===== src/hw/rtl/plotter_axis_calibrate_home_move_macros.svh =====
// assertion macros for the plotter axis sequencer
`ifndef PLOTTER_AXIS_CALIBRATE_HOME_MOVE_MACROS_SVH
`define PLOTTER_AXIS_CALIBRATE_HOME_MOVE_MACROS_SVH
`ifndef NO_ASSERTIONS
`define PACHM_ASSERT(label, clk, rst_n, prop, msg) \
	label: assert property (@(posedge clk) disable iff (!rst_n) prop) else $error(msg);
`define PACHM_ASSERT_NR(label, clk, prop, msg) \
	label: assert property (@(posedge clk) prop) else $error(msg);
`else
`define PACHM_ASSERT(label, clk, rst_n, prop, msg)
`define PACHM_ASSERT_NR(label, clk, prop, msg)
`endif
`endif


===== src/hw/rtl/pachm_pkg.sv =====
// shared types and constants for the plotter axis sequencer
package pachm_pkg;
	localparam int STEP_BITS = 20;
	localparam logic [STEP_BITS-1:0] STEP_MAX = {STEP_BITS{1'b1}};

	localparam logic [3:0] PH_IDLE  = 4'd0;
	localparam logic [3:0] PH_WAIT  = 4'd1;
	localparam logic [3:0] PH_XHI   = 4'd2;
	localparam logic [3:0] PH_XLO   = 4'd3;
	localparam logic [3:0] PH_XOFF  = 4'd4;
	localparam logic [3:0] PH_YHI   = 4'd5;
	localparam logic [3:0] PH_YLO   = 4'd6;
	localparam logic [3:0] PH_YOFF  = 4'd7;
	localparam logic [3:0] PH_HXLO  = 4'd8;
	localparam logic [3:0] PH_HXOFF = 4'd9;
	localparam logic [3:0] PH_HYLO  = 4'd10;
	localparam logic [3:0] PH_HYOFF = 4'd11;

	localparam logic [1:0] ROLE_YLO = 2'd0;
	localparam logic [1:0] ROLE_YHI = 2'd1;
	localparam logic [1:0] ROLE_XLO = 2'd2;
	localparam logic [1:0] ROLE_XHI = 2'd3;

	localparam logic [1:0] OP_TICK = 2'd0;
	localparam logic [1:0] OP_CAL  = 2'd1;
	localparam logic [1:0] OP_HOME = 2'd2;
	localparam logic [1:0] OP_MOVE = 2'd3;

	localparam logic [1:0] REG_SIZE_X = 2'd0;
	localparam logic [1:0] REG_SIZE_Y = 2'd1;
	localparam logic [1:0] REG_FWD_X  = 2'd2;
	localparam logic [1:0] REG_FWD_Y  = 2'd3;

	localparam int PROD_BITS = 16 + STEP_BITS;
	localparam int DIV_CNT_BITS = $clog2(PROD_BITS + 1);

	typedef struct packed {
		logic [1:0]  op;
		logic [3:0]  switches;
		logic [15:0] target_x;
		logic [15:0] target_y;
	} in_item_t;

	typedef struct packed {
		logic                 step_x;
		logic                 step_y;
		logic                 dir_x;
		logic                 dir_y;
		logic                 busy_res;
		logic                 limit_hit;
		logic                 move_valid;
		logic [STEP_BITS-1:0] move_dx;
		logic [STEP_BITS-1:0] move_dy;
		logic [STEP_BITS-1:0] span_x;
		logic [STEP_BITS-1:0] span_y;
		logic [3:0]           role_levels;
	} out_item_t;

	// controller to datapath
	typedef struct packed {
		logic seq_load;      // run sequencer update for the held item
		logic div_start;     // begin scaling both axes
		logic move_commit;   // write move result
	} dp_cmd_t;

	// datapath to controller
	typedef struct packed {
		logic div_done;
	} dp_sts_t;

	function automatic logic [1:0] lowest_closed(input logic [3:0] sw);
		logic [1:0] r;
		r = 2'd0;
		if (sw[3]) r = 2'd3;
		if (sw[2]) r = 2'd2;
		if (sw[1]) r = 2'd1;
		if (sw[0]) r = 2'd0;
		return r;
	endfunction
endpackage


===== src/hw/rtl/pachm_stream_if.sv =====
// valid/ready channel interface carrying one item
interface pachm_in_if;
	logic               valid;
	logic               ready;
	pachm_pkg::in_item_t data;
	modport source (output valid, output data, input ready);
	modport sink (input valid, input data, output ready);
endinterface

interface pachm_out_if;
	logic                valid;
	logic                ready;
	pachm_pkg::out_item_t data;
	modport source (output valid, output data, input ready);
	modport sink (input valid, input data, output ready);
endinterface


===== src/hw/rtl/pachm_divider.sv =====
// restoring divider for floor(target*span/size) with saturation
module pachm_divider (
	input  logic                            clk,
	input  logic                            arst_n,
	input  logic                            start,
	input  logic [15:0]                     target,
	input  logic [pachm_pkg::STEP_BITS-1:0] span,
	input  logic [15:0]                     size,
	output logic                            done,
	output logic [pachm_pkg::STEP_BITS-1:0] quot
);
	localparam int PB = pachm_pkg::PROD_BITS;
	localparam int CB = pachm_pkg::DIV_CNT_BITS;

	logic [PB-1:0] prod_q;
	logic [PB-1:0] quo_q;
	logic [16:0]   rem_q;
	logic [15:0]   den_q;
	logic [CB-1:0] cnt_q;
	logic          run_q;
	logic          mul_q;
	logic [16:0]   rem_sh;
	logic [16:0]   rem_sub;

	assign rem_sh  = {rem_q[15:0], prod_q[PB-1]};
	assign rem_sub = rem_sh - {1'b0, den_q};

	always_ff @(posedge clk or negedge arst_n) begin
		if (!arst_n) begin
			run_q <= 1'b0;
			mul_q <= 1'b0;
			cnt_q <= '0;
			done  <= 1'b0;
		end else begin
			done <= 1'b0;
			if (start) begin
				mul_q <= 1'b1;
				run_q <= 1'b0;
			end else if (mul_q) begin
				mul_q <= 1'b0;
				run_q <= 1'b1;
				cnt_q <= CB'(PB);
			end else if (run_q) begin
				cnt_q <= cnt_q - 1'b1;
				if (cnt_q == CB'(1)) begin
					run_q <= 1'b0;
					done  <= 1'b1;
				end
			end
		end
	end

	always_ff @(posedge clk) begin
		if (start) begin
			den_q <= size;
			prod_q <= PB'(target) * PB'(span);
			rem_q <= '0;
			quo_q <= '0;
		end else if (run_q) begin
			prod_q <= {prod_q[PB-2:0], 1'b0};
			if (!rem_sub[16]) begin
				rem_q <= rem_sub;
				quo_q <= {quo_q[PB-2:0], 1'b1};
			end else begin
				rem_q <= rem_sh;
				quo_q <= {quo_q[PB-2:0], 1'b0};
			end
		end
	end

	assign quot = (|quo_q[PB-1:pachm_pkg::STEP_BITS]) ? pachm_pkg::STEP_MAX
		: quo_q[pachm_pkg::STEP_BITS-1:0];
endmodule


===== src/hw/rtl/pachm_datapath.sv =====
// sequencer state, calibration counters and move arithmetic
module pachm_datapath (
	input  logic                 clk,
	input  logic                 arst_n,
	input  pachm_pkg::dp_cmd_t   cmd,
	output pachm_pkg::dp_sts_t   sts,
	input  pachm_pkg::in_item_t  item,
	input  logic [15:0]          size_x,
	input  logic [15:0]          size_y,
	input  logic                 forward_x,
	input  logic                 forward_y,
	output logic                 move_ok,
	output pachm_pkg::out_item_t res
);
	localparam int SB = pachm_pkg::STEP_BITS;

	logic [3:0]    phase_q;
	logic          half_q;
	logic [SB-1:0] travel_x_q, travel_y_q, pos_x_q, pos_y_q;
	logic [1:0]    role_q [4];
	logic          cal_q;
	logic          dir_x_q, dir_y_q;
	logic [3:0]    sw_mv_q;
	logic [SB-1:0] nx, ny;
	logic          dvx, dvy;

	logic [3:0] sw;
	logic [3:0] ph_n;
	logic       half_n, cal_n, dx_n, dy_n, stx, sty, done;
	logic [SB-1:0] tx_n, ty_n, px_n, py_n;
	logic [1:0] role_n [4];
	logic       axis, back, fwd;
	logic       lvl_xlo, lvl_xhi, lvl_ylo, lvl_yhi;

	assign sw = item.switches;
	assign move_ok = (phase_q == pachm_pkg::PH_IDLE) && (|travel_x_q) && (|travel_y_q)
		&& (|size_x) && (|size_y);

	pachm_divider u_div_x (.clk, .arst_n, .start(cmd.div_start), .target(item.target_x),
		.span(travel_x_q), .size(size_x), .done(dvx), .quot(nx));
	pachm_divider u_div_y (.clk, .arst_n, .start(cmd.div_start), .target(item.target_y),
		.span(travel_y_q), .size(size_y), .done(dvy), .quot(ny));
	assign sts.div_done = dvx & dvy;

	function automatic logic lvl(input logic [3:0] s, input logic [1:0] r);
		return s[r];
	endfunction

	always_comb begin
		ph_n = phase_q; half_n = half_q; cal_n = cal_q;
		dx_n = dir_x_q; dy_n = dir_y_q;
		tx_n = travel_x_q; ty_n = travel_y_q; px_n = pos_x_q; py_n = pos_y_q;
		for (int i = 0; i < 4; i++) role_n[i] = role_q[i];
		stx = 1'b0; sty = 1'b0; done = 1'b0;
		axis = !(phase_q == pachm_pkg::PH_XHI || phase_q == pachm_pkg::PH_XLO ||
			phase_q == pachm_pkg::PH_XOFF || phase_q == pachm_pkg::PH_HXLO ||
			phase_q == pachm_pkg::PH_HXOFF);
		back = phase_q == pachm_pkg::PH_XLO || phase_q == pachm_pkg::PH_YLO ||
			phase_q == pachm_pkg::PH_HXLO || phase_q == pachm_pkg::PH_HYLO;
		fwd = axis ? forward_y : forward_x;
		lvl_xlo = lvl(sw, role_q[pachm_pkg::ROLE_XLO]);
		lvl_ylo = lvl(sw, role_q[pachm_pkg::ROLE_YLO]);
		if (phase_q == pachm_pkg::PH_IDLE) begin
			if (item.op == pachm_pkg::OP_CAL) begin
				tx_n = '0; ty_n = '0; cal_n = 1'b0; half_n = 1'b0;
				ph_n = pachm_pkg::PH_WAIT;
			end else if (item.op == pachm_pkg::OP_HOME && cal_q) begin
				half_n = 1'b0; ph_n = pachm_pkg::PH_HXLO;
			end
		end else if (phase_q == pachm_pkg::PH_WAIT) begin
			if (sw == 4'd0) ph_n = pachm_pkg::PH_XHI;
		end else if (phase_q <= pachm_pkg::PH_HYOFF) begin
			if (!half_q) begin
				if (axis) begin
					dy_n = back ? !fwd : fwd; sty = 1'b1;
				end else begin
					dx_n = back ? !fwd : fwd; stx = 1'b1;
				end
				if (phase_q == pachm_pkg::PH_XLO && travel_x_q != pachm_pkg::STEP_MAX)
					tx_n = travel_x_q + 1'b1;
				if (phase_q == pachm_pkg::PH_YLO && travel_y_q != pachm_pkg::STEP_MAX)
					ty_n = travel_y_q + 1'b1;
				half_n = 1'b1;
			end else begin
				half_n = 1'b0;
				case (phase_q)
					pachm_pkg::PH_XHI: begin
						done = |sw;
						if (done) role_n[pachm_pkg::ROLE_XHI] = pachm_pkg::lowest_closed(sw);
					end
					pachm_pkg::PH_XLO: begin
						done = |sw;
						if (done) role_n[pachm_pkg::ROLE_XLO] = pachm_pkg::lowest_closed(sw);
					end
					pachm_pkg::PH_YHI: begin
						done = |sw;
						if (done) role_n[pachm_pkg::ROLE_YHI] = pachm_pkg::lowest_closed(sw);
					end
					pachm_pkg::PH_YLO: begin
						done = |sw;
						if (done) role_n[pachm_pkg::ROLE_YLO] = pachm_pkg::lowest_closed(sw);
					end
					pachm_pkg::PH_XOFF, pachm_pkg::PH_YOFF: done = (sw == 4'd0);
					pachm_pkg::PH_HXLO: done = lvl_xlo;
					pachm_pkg::PH_HXOFF: done = !lvl_xlo;
					pachm_pkg::PH_HYLO: done = lvl_ylo;
					default: done = !lvl_ylo;
				endcase
				if (done) begin
					if (phase_q == pachm_pkg::PH_YOFF) begin
						ph_n = pachm_pkg::PH_IDLE; cal_n = 1'b1;
					end else if (phase_q == pachm_pkg::PH_HYOFF) begin
						ph_n = pachm_pkg::PH_IDLE; px_n = '0; py_n = '0;
					end else begin
						ph_n = phase_q + 4'd1;
					end
				end
			end
		end else begin
			ph_n = pachm_pkg::PH_IDLE; half_n = 1'b0;
		end
		lvl_xhi = lvl(sw, role_n[pachm_pkg::ROLE_XHI]);
		lvl_yhi = lvl(sw, role_n[pachm_pkg::ROLE_YHI]);
	end

	always_ff @(posedge clk or negedge arst_n) begin
		if (!arst_n) begin
			phase_q <= pachm_pkg::PH_IDLE; half_q <= 1'b0; cal_q <= 1'b0;
			travel_x_q <= '0; travel_y_q <= '0; pos_x_q <= '0; pos_y_q <= '0;
			dir_x_q <= 1'b0; dir_y_q <= 1'b0;
			for (int i = 0; i < 4; i++) role_q[i] <= 2'd0;
		end else if (cmd.seq_load) begin
			phase_q <= ph_n; half_q <= half_n; cal_q <= cal_n;
			travel_x_q <= tx_n; travel_y_q <= ty_n; pos_x_q <= px_n; pos_y_q <= py_n;
			dir_x_q <= dx_n; dir_y_q <= dy_n;
			for (int i = 0; i < 4; i++) role_q[i] <= role_n[i];
		end else if (cmd.move_commit) begin
			pos_x_q <= nx; pos_y_q <= ny;
			dir_x_q <= (nx >= pos_x_q) ? forward_x : !forward_x;
			dir_y_q <= (ny >= pos_y_q) ? forward_y : !forward_y;
		end
	end

	// switches of a move item, kept until its beat is written
	always_ff @(posedge clk) begin
		if (cmd.div_start) sw_mv_q <= sw;
	end

	// result register, written on the beat that finishes an item
	always_ff @(posedge clk) begin
		if (cmd.seq_load) begin
			res.step_x <= stx; res.step_y <= sty;
			res.dir_x <= dx_n; res.dir_y <= dy_n;
			res.busy_res <= ph_n != pachm_pkg::PH_IDLE;
			res.limit_hit <= cal_n & (((dx_n == forward_x) ? lvl_xhi :
				lvl(sw, role_n[pachm_pkg::ROLE_XLO])) | ((dy_n == forward_y) ? lvl_yhi :
				lvl(sw, role_n[pachm_pkg::ROLE_YLO])));
			res.move_valid <= 1'b0; res.move_dx <= '0; res.move_dy <= '0;
			res.span_x <= tx_n; res.span_y <= ty_n;
			res.role_levels <= cal_n ? {lvl_xhi, lvl(sw, role_n[pachm_pkg::ROLE_XLO]),
				lvl_yhi, lvl(sw, role_n[pachm_pkg::ROLE_YLO])} : 4'd0;
		end else if (cmd.move_commit) begin
			res.step_x <= 1'b0; res.step_y <= 1'b0;
			res.dir_x <= (nx >= pos_x_q) ? forward_x : !forward_x;
			res.dir_y <= (ny >= pos_y_q) ? forward_y : !forward_y;
			res.busy_res <= 1'b0;
			res.limit_hit <= cal_q & (((nx >= pos_x_q)
				? lvl(sw_mv_q, role_q[pachm_pkg::ROLE_XHI])
				: lvl(sw_mv_q, role_q[pachm_pkg::ROLE_XLO])) | ((ny >= pos_y_q)
				? lvl(sw_mv_q, role_q[pachm_pkg::ROLE_YHI])
				: lvl(sw_mv_q, role_q[pachm_pkg::ROLE_YLO])));
			res.move_valid <= 1'b1;
			res.move_dx <= (nx >= pos_x_q) ? nx - pos_x_q : pos_x_q - nx;
			res.move_dy <= (ny >= pos_y_q) ? ny - pos_y_q : pos_y_q - ny;
			res.span_x <= travel_x_q; res.span_y <= travel_y_q;
			res.role_levels <= cal_q ? {lvl(sw_mv_q, role_q[pachm_pkg::ROLE_XHI]),
				lvl(sw_mv_q, role_q[pachm_pkg::ROLE_XLO]),
				lvl(sw_mv_q, role_q[pachm_pkg::ROLE_YHI]),
				lvl(sw_mv_q, role_q[pachm_pkg::ROLE_YLO])} : 4'd0;
		end
	end
endmodule


===== src/hw/rtl/pachm_ctrl.sv =====
// controller: item handshake and move scaling sequence
`include "plotter_axis_calibrate_home_move_macros.svh"
module pachm_ctrl (
	input  logic               clk,
	input  logic               arst_n,
	input  logic               in_valid,
	output logic               in_ready,
	input  logic [1:0]         op,
	input  logic               move_ok,
	output logic               out_valid,
	input  logic               out_ready,
	output pachm_pkg::dp_cmd_t cmd,
	input  pachm_pkg::dp_sts_t sts
);
	localparam logic [1:0] C_IDLE = 2'd0;
	localparam logic [1:0] C_DIV  = 2'd1;

	logic [1:0] state_q;
	logic       full_q;
	logic       take;

	// a new item enters only when no move is being scaled and the result register is free or leaving
	assign in_ready = (state_q == C_IDLE) && (!full_q || out_ready);
	assign take = in_valid && in_ready;
	assign out_valid = full_q;

	always_comb begin
		cmd = '0;
		if (take) begin
			if (op == pachm_pkg::OP_MOVE && move_ok) cmd.div_start = 1'b1;
			else cmd.seq_load = 1'b1;
		end
		if (state_q == C_DIV && sts.div_done) cmd.move_commit = 1'b1;
	end

	always_ff @(posedge clk or negedge arst_n) begin
		if (!arst_n) begin
			state_q <= C_IDLE;
			full_q <= 1'b0;
		end else begin
			if (cmd.seq_load || cmd.move_commit) full_q <= 1'b1;
			else if (out_valid && out_ready) full_q <= 1'b0;
			case (state_q)
				C_IDLE: if (cmd.div_start) state_q <= C_DIV;
				C_DIV: if (sts.div_done) state_q <= C_IDLE;
				default: state_q <= C_IDLE;
			endcase
		end
	end

	`PACHM_ASSERT(a_one_cmd, clk, arst_n, $countones(cmd) <= 1, "two commands at once")
	`PACHM_ASSERT(a_div_idle, clk, arst_n, cmd.div_start |=> state_q == C_DIV, "no scaling")
	`PACHM_ASSERT(a_no_take_busy, clk, arst_n, state_q == C_DIV |-> !in_ready, "taken in scaling")
endmodule


===== src/hw/rtl/plotter_axis_calibrate_home_move.sv =====
// top level of the two-axis plotter calibrate, home and move sequencer
// tick, calibrate and home items give their beat in the cycle after acceptance
// a move item gives its beat after the product on acceptance, a setup step,
// 36 restoring divide steps (one divider per axis), then the commit step
// one tick item a cycle unless the output stalls; no item is taken while a move is scaled
// reset: arst_n at once clears phase, spans, positions, roles, sizes; sets forward bits
`include "plotter_axis_calibrate_home_move_macros.svh"
module plotter_axis_calibrate_home_move (
	input  logic        clk,
	input  logic        arst_n,
	pachm_in_if.sink    in_ch,
	pachm_out_if.source out_ch,
	input  logic        psel,
	input  logic        penable,
	input  logic        pwrite,
	input  logic [3:0]  paddr,
	input  logic [31:0] pwdata,
	output logic [31:0] prdata,
	output logic        pready
);
	logic [15:0] size_x_q, size_y_q;
	logic        forward_x_q, forward_y_q;
	logic        wr;
	logic        move_ok;
	pachm_pkg::dp_cmd_t cmd;
	pachm_pkg::dp_sts_t sts;

	// apb register file, word addressed
	assign pready = 1'b1;
	assign wr = psel && penable && pwrite;

	always_ff @(posedge clk or negedge arst_n) begin
		if (!arst_n) begin
			size_x_q <= '0; size_y_q <= '0;
			forward_x_q <= 1'b1; forward_y_q <= 1'b1;
		end else if (wr && paddr[1:0] == 2'b00) begin
			case (paddr[3:2])
				pachm_pkg::REG_SIZE_X: size_x_q <= pwdata[15:0];
				pachm_pkg::REG_SIZE_Y: size_y_q <= pwdata[15:0];
				pachm_pkg::REG_FWD_X: forward_x_q <= pwdata[0];
				pachm_pkg::REG_FWD_Y: forward_y_q <= pwdata[0];
				default: ;
			endcase
		end
	end

	always_comb begin
		case (paddr[3:2])
			pachm_pkg::REG_SIZE_X: prdata = {16'd0, size_x_q};
			pachm_pkg::REG_SIZE_Y: prdata = {16'd0, size_y_q};
			pachm_pkg::REG_FWD_X: prdata = {31'd0, forward_x_q};
			default: prdata = {31'd0, forward_y_q};
		endcase
	end

	// controller owns the handshake, datapath holds all sequencer state
	pachm_ctrl u_ctrl (
		.clk, .arst_n,
		.in_valid(in_ch.valid), .in_ready(in_ch.ready), .op(in_ch.data.op),
		.move_ok, .out_valid(out_ch.valid), .out_ready(out_ch.ready),
		.cmd, .sts
	);

	pachm_datapath u_dp (
		.clk, .arst_n, .cmd, .sts, .item(in_ch.data),
		.size_x(size_x_q), .size_y(size_y_q),
		.forward_x(forward_x_q), .forward_y(forward_y_q),
		.move_ok, .res(out_ch.data)
	);
endmodule


===== src/flat_wrapper.sv =====
// flat-port wrapper written by rule: the top's interface ports become plain ports
module plotter_axis_calibrate_home_move_flat 
  (clk, arst_n, psel, penable, pwrite, paddr, pwdata, prdata, pready, in_ch_valid, in_ch_data, in_ch_ready, out_ch_valid, out_ch_data, out_ch_ready);
  pachm_in_if in_ch_i ();
  pachm_out_if out_ch_i ();
  input  logic clk;
  input  logic arst_n;
  input  logic psel;
  input  logic penable;
  input  logic pwrite;
  input  logic [3:0] paddr;
  input  logic [31:0] pwdata;
  output logic [31:0] prdata;
  output logic pready;
  input wire logic [$bits(in_ch_i.valid)-1:0] in_ch_valid;
  input wire logic [$bits(in_ch_i.data)-1:0] in_ch_data;
  output wire logic [$bits(in_ch_i.ready)-1:0] in_ch_ready;
  output wire logic [$bits(out_ch_i.valid)-1:0] out_ch_valid;
  output wire logic [$bits(out_ch_i.data)-1:0] out_ch_data;
  input wire logic [$bits(out_ch_i.ready)-1:0] out_ch_ready;
  assign in_ch_i.valid = in_ch_valid;
  assign in_ch_i.data = in_ch_data;
  assign in_ch_ready = in_ch_i.ready;
  assign out_ch_valid = out_ch_i.valid;
  assign out_ch_data = out_ch_i.data;
  assign out_ch_i.ready = out_ch_ready;
  plotter_axis_calibrate_home_move u_core (.clk(clk), .arst_n(arst_n), .in_ch(in_ch_i), .out_ch(out_ch_i), .psel(psel), .penable(penable), .pwrite(pwrite), .paddr(paddr), .pwdata(pwdata), .prdata(prdata), .pready(pready));
endmodule

===== config.mk =====
export PLATFORM = sky130hd
export DESIGN_NAME = plotter_axis_calibrate_home_move_flat
export DESIGN_NICKNAME = d
export VERILOG_FILES = /design/src/hw/rtl/pachm_pkg.sv /design/src/hw/rtl/pachm_stream_if.sv /design/src/hw/rtl/pachm_divider.sv /design/src/hw/rtl/pachm_datapath.sv /design/src/hw/rtl/pachm_ctrl.sv /design/src/hw/rtl/plotter_axis_calibrate_home_move.sv /design/src/flat_wrapper.sv
export VERILOG_INCLUDE_DIRS = /design/src /design/src/hw/rtl
export SDC_FILE = /design/constraint.sdc
export NUM_CORES = 2
export LEC_CHECK = 0
export ABC_AREA = 1
export BUFFER_PORTS_ARGS = -buffer_cell sky130_fd_sc_hd__buf_2
export CORE_UTILIZATION = 55
export CTS_CLUSTER_SIZE = 40
export DETAILED_ROUTE_END_ITERATION = 7
export PLACE_DENSITY = 0.8
export REMOVE_ABC_BUFFERS = 1
export SYNTH_ARGS = -nofsm -noshare
export SYNTH_HDL_FRONTEND = slang
export SYNTH_HIERARCHICAL = 1
export SYNTH_SLANG_ARGS = --single-unit

===== constraint.sdc =====
create_clock -name clk -period 14.64 [get_ports clk]
set_input_delay 1.464 -clock clk [delete_from_list [all_inputs] [get_ports clk]]
set_output_delay 1.464 -clock clk [all_outputs]
set_load 0.05 [all_outputs]

==> out/results.txt <==
Run status - completed
WP data required - 15010 ps
Stages on the worst setup path - 21
Ys async rst share - 33.1%
Relative max-transition margin - 23.7%
YS warnings - 6
I/O Buffers - 173
Synth cell types - 65
Pin count of the biggest net entering global routing - 99
Reg2reg start - u_core/u_dp/travel_x_q[11]$_DFFE_PN0P_
Detailed Route Iter0 Violations - 3386
Count of final setup violators - 0
Sequential fraction of the synthesis area - 23.0%
Fmax - 0.156 GHz
Worst-skew pair later-pin latency - 620 ps
Die Ht - 302 microns
Non-Filler Instances - 8008
Post-synth top area share - 20.4%
Worst-path clk slew - 60 ps
Synth-to-layout area growth - 6.55%
Period utilisation layout - 43.9%
Worst setup path class - primary input to flip-flop
Buf+Inv Stages, Crit Path - 4
Total wire length - 128000 microns
Placed cells - 7911
Slew Viols, Final - 0
Clock sink count - 453
Total CTS buffers - 51
Worst clock skew - 18.1 ps
Hold Fails Final Rpt - 0
DRT Pass-1 Iters - 6
Arr. time, crit path - 6800 ps
CP peak stage delay - 550 ps
Dpl cell area - 51100 sq um
Nets - 7724
HPWL after DPL - 98800 microns
Row Count - 109
Detailed-route vias per instance - 5.32
WHS - 448 ps
# Post-CTS Setup Buffers - 0
Crit-path slowest cell - fa_1
Horiz. Die Dim - 302 microns
Post-cts hold buffer count - 0
Initial Util - 55.8%
Worst R2R End - u_core/u_dp/u_div_x/prod_q[34]$_DFFE_PP_
Initial antenna violation count - 5
CTS tree - done
R2r setup slk - 8370 ps
CP Capture Type - flip-flop
RSZ-0062 raised after global routing - no
Post-cts resize count - 0
Crit Path Max Fanout - 20
Vias in the first global route - 42810
Total number of vias - 42596
Area leader, netlist - fa_1
Core area - 88900 sq um
Root buffer cell - clkbuf_16
Number of synthesized register bits - 453
WL/cell - 16.0 microns
Top post-synthesis cells by area - fa_1 (20%), nand2_1 (17%), inv_1 (11%)
Critical path cell sequence - buf_2 > nand2_1 > fa_1 > fa_1 > inv_1 > fa_1 > fa_1 > fa_1 > inv_1 > fa_1 > inv_1 > ha_1 > nand2_1 > nor2_1 > nand2_1 > nor4_1 > nand2_1 > nand2_1 > nand2_1 > nand3_1 > nand2_1
Crit-path leading delay family - adder cells
Die Area - 91500 sq um
Crit start category - primary input
Detail Route Antenna Nets - 0
Gr usage total - 28.3%
First-pass GRT wire length - 210000 microns
# DRC - 0
Max-cap violations - 0
Hold Path Class - flip-flop to flip-flop
CP dominant cell by count - nand2_1
Synthesized area per cell - 7.31 sq um
Post-Syn Area - 49700 sq um
Crit path to - u_core/u_dp/u_div_x/prod_q[34]$_DFFE_PP_
Mapped Cells - 6793
H-Tree Depth - 2
Cells on worst reg2reg path - 20
Placer congestion estimate - 0.942
Share of post-route cells with drive strength above 1 - 6.84%
Max Buffers Root-to-Sink - 3
Setup_tns - 0 ps
Post-synth EDFFs - 158
Top Ports - 207
Slew @ Worst Pin - 1140 ps
Final instance area - 52900 sq um
Top FF cell, synth - edfxtp_1
Crit. Startpoint - in_ch_data[17]
Tmin final - 6430 ps
Gr ovfl total - 0
worst reg2reg max path, cell delays in order, from the launching register on:
cell     delay, ps
dfrtp_1       1090
nand2_1        230
fa_1           600
inv_1           50
fa_1           500
fa_1           570
fa_1           430
fa_1           500
inv_1           60
fa_1           480
inv_1           40
ha_1           360
nand2_1        120
nor2_1         260
nand2_1        130
nor4_1         200
nand2_1        140
nand2_1         80
nand2_1         40
nand3_1         90
nand2_1         70
cell type report:
cell class	instances	area [sq um]
Clock buffer	67	1480
Timing Repair Buffer	213	1170
Clock inverter	29	285
Antenna cell	1	2.50
Inverter	1533	5760
Tap cell	1165	1460
Fill cell	8016	36000
Multi-Input combinational cell	4547	31400
Sequential cell	453	11400
flip-flops by register name (all words and copies together), names as in the netlist, 4 cells and up:
signal	flops
u_core/size_x_q	16
u_core/size_y_q	16
u_core/u_dp/phase_q	4
u_core/u_dp/pos_x_q	20
u_core/u_dp/pos_y_q	20
u_core/u_dp/res	91
u_core/u_dp/role_q	8
u_core/u_dp/sw_mv_q	4
u_core/u_dp/travel_x_q	20
u_core/u_dp/travel_y_q	20
u_core/u_dp/u_div_x/cnt_q	6
u_core/u_dp/u_div_x/den_q	16
u_core/u_dp/u_div_x/prod_q	36
u_core/u_dp/u_div_x/quo_q	36
u_core/u_dp/u_div_x/rem_q	16
u_core/u_dp/u_div_y/cnt_q	6
u_core/u_dp/u_div_y/den_q	16
u_core/u_dp/u_div_y/prod_q	36
u_core/u_dp/u_div_y/quo_q	36
u_core/u_dp/u_div_y/rem_q	16
metrics by stage:
stage | setup slack, ps | utilization [%]
after detailed placement | 7620 | 57.5
after global placement | 7720 | 57.5
after floorplan | 6480 | -
after global routing | 7850 | 59.5
after CTS | 8240 | 59.5
final | 8210 | 59.5
cells by family (layout without fill, tap and decap cells):
family,after synthesis,after routing,share of synthesized area (%)
other,2,18,0.0151
AND/OR/NAND/NOR,3049,3049,25.7
flip-flops,453,453,23.0
adder cells (fa/ha/maj),844,844,28.9
XOR/XNOR,67,67,1.18
buffers and inverters,1808,1842,14.1
AO/OA/AOI/OAI,566,566,7.10
multiplexers,4,4,0.0806
cells in the mapped netlist, types with 8 or more instances:
cell      number
nand2_4       10
clkbuf_1     192
nor2_4        11
buf_2         23
o211ai_1      15
a22o_1        20
nand2_1     2237
and2_1        12
dfxtp_1      145
nand3_1      284
inv_1       1502
fa_1         506
nor4_1        26
nor3_1        38
nand3b_1      32
a21oi_1      173
buf_1         16
o31ai_2       38
xnor2_1       41
o21ai_1       41
o22ai_1       73
a31oi_1        8
o21bai_1      10
o21ai_0      135
a21o_1        19
ha_1         338
nor2_2        10
a21boi_0      10
buf_4         31
edfxtp_1     158
xor2_1        26
nand4_1       86
nand2_2       30
inv_2         30
dfrtp_1      148
nor2_1       246
layout by cell type, fill, tap and decap left out, types with 15 or more instances in the layout:
cell type	instances
o211ai_1	15
ha_1	338
nand3b_1	32
xor2_1	26
buf_2	172
a21oi_1	173
nand2_1	2237
o31ai_2	38
o21ai_0	135
nand2_2	30
nor4_1	24
nand3_1	284
a21o_1	19
xnor2_1	41
dfrtp_1	148
nor3_1	38
o21ai_1	41
clkbuf_16	55
dfxtp_1	145
o22ai_1	73
edfxtp_1	158
conb_1	17
inv_2	31
a22o_1	20
nor2_1	243
nand4_1	86
inv_1	1500
buf_4	40
fa_1	506
routing by layer:
layer	track usage [%]	share of wire [%]	routed length [microns]	vias up
met5	0	0.044	56	-
met4	9.68	3.2	4130	8
met3	4.71	7.0	9020	252
met2	48.2	48	60900	1459
met1	36.4	42	53800	20337
li1	-	-	-	20540
how the worst min path moves through the flow:
| stage | to | start | cells after the start |
|---|---|---|---|
| floorplan | u_core/u_dp/u_div_y/cnt_q[1]$_DFFE_PN0P_ | u_core/u_dp/u_div_y/mul_q$_DFF_PN0_ | 1 |
| global placement | u_core/u_dp/res[59]$_SDFFE_PP0P_ | u_core/u_dp/res[59]$_SDFFE_PP0P_ | 2 |
| detailed placement | u_core/u_dp/res[77]$_SDFFE_PP0P_ | u_core/u_dp/res[77]$_SDFFE_PP0P_ | 2 |
| CTS | u_core/u_dp/res[77]$_SDFFE_PP0P_ | u_core/u_dp/res[77]$_SDFFE_PP0P_ | 2 |
| global route | u_core/u_dp/res[69]$_SDFFE_PP0P_ | u_core/u_dp/res[69]$_SDFFE_PP0P_ | 2 |
| finish | u_core/u_dp/res[81]$_SDFFE_PP0P_ | u_core/u_dp/res[81]$_SDFFE_PP0P_ | 2 |
Power is not shown: default switching activity piles up to over one toggle a cycle in this logic, so the estimate is an artifact.
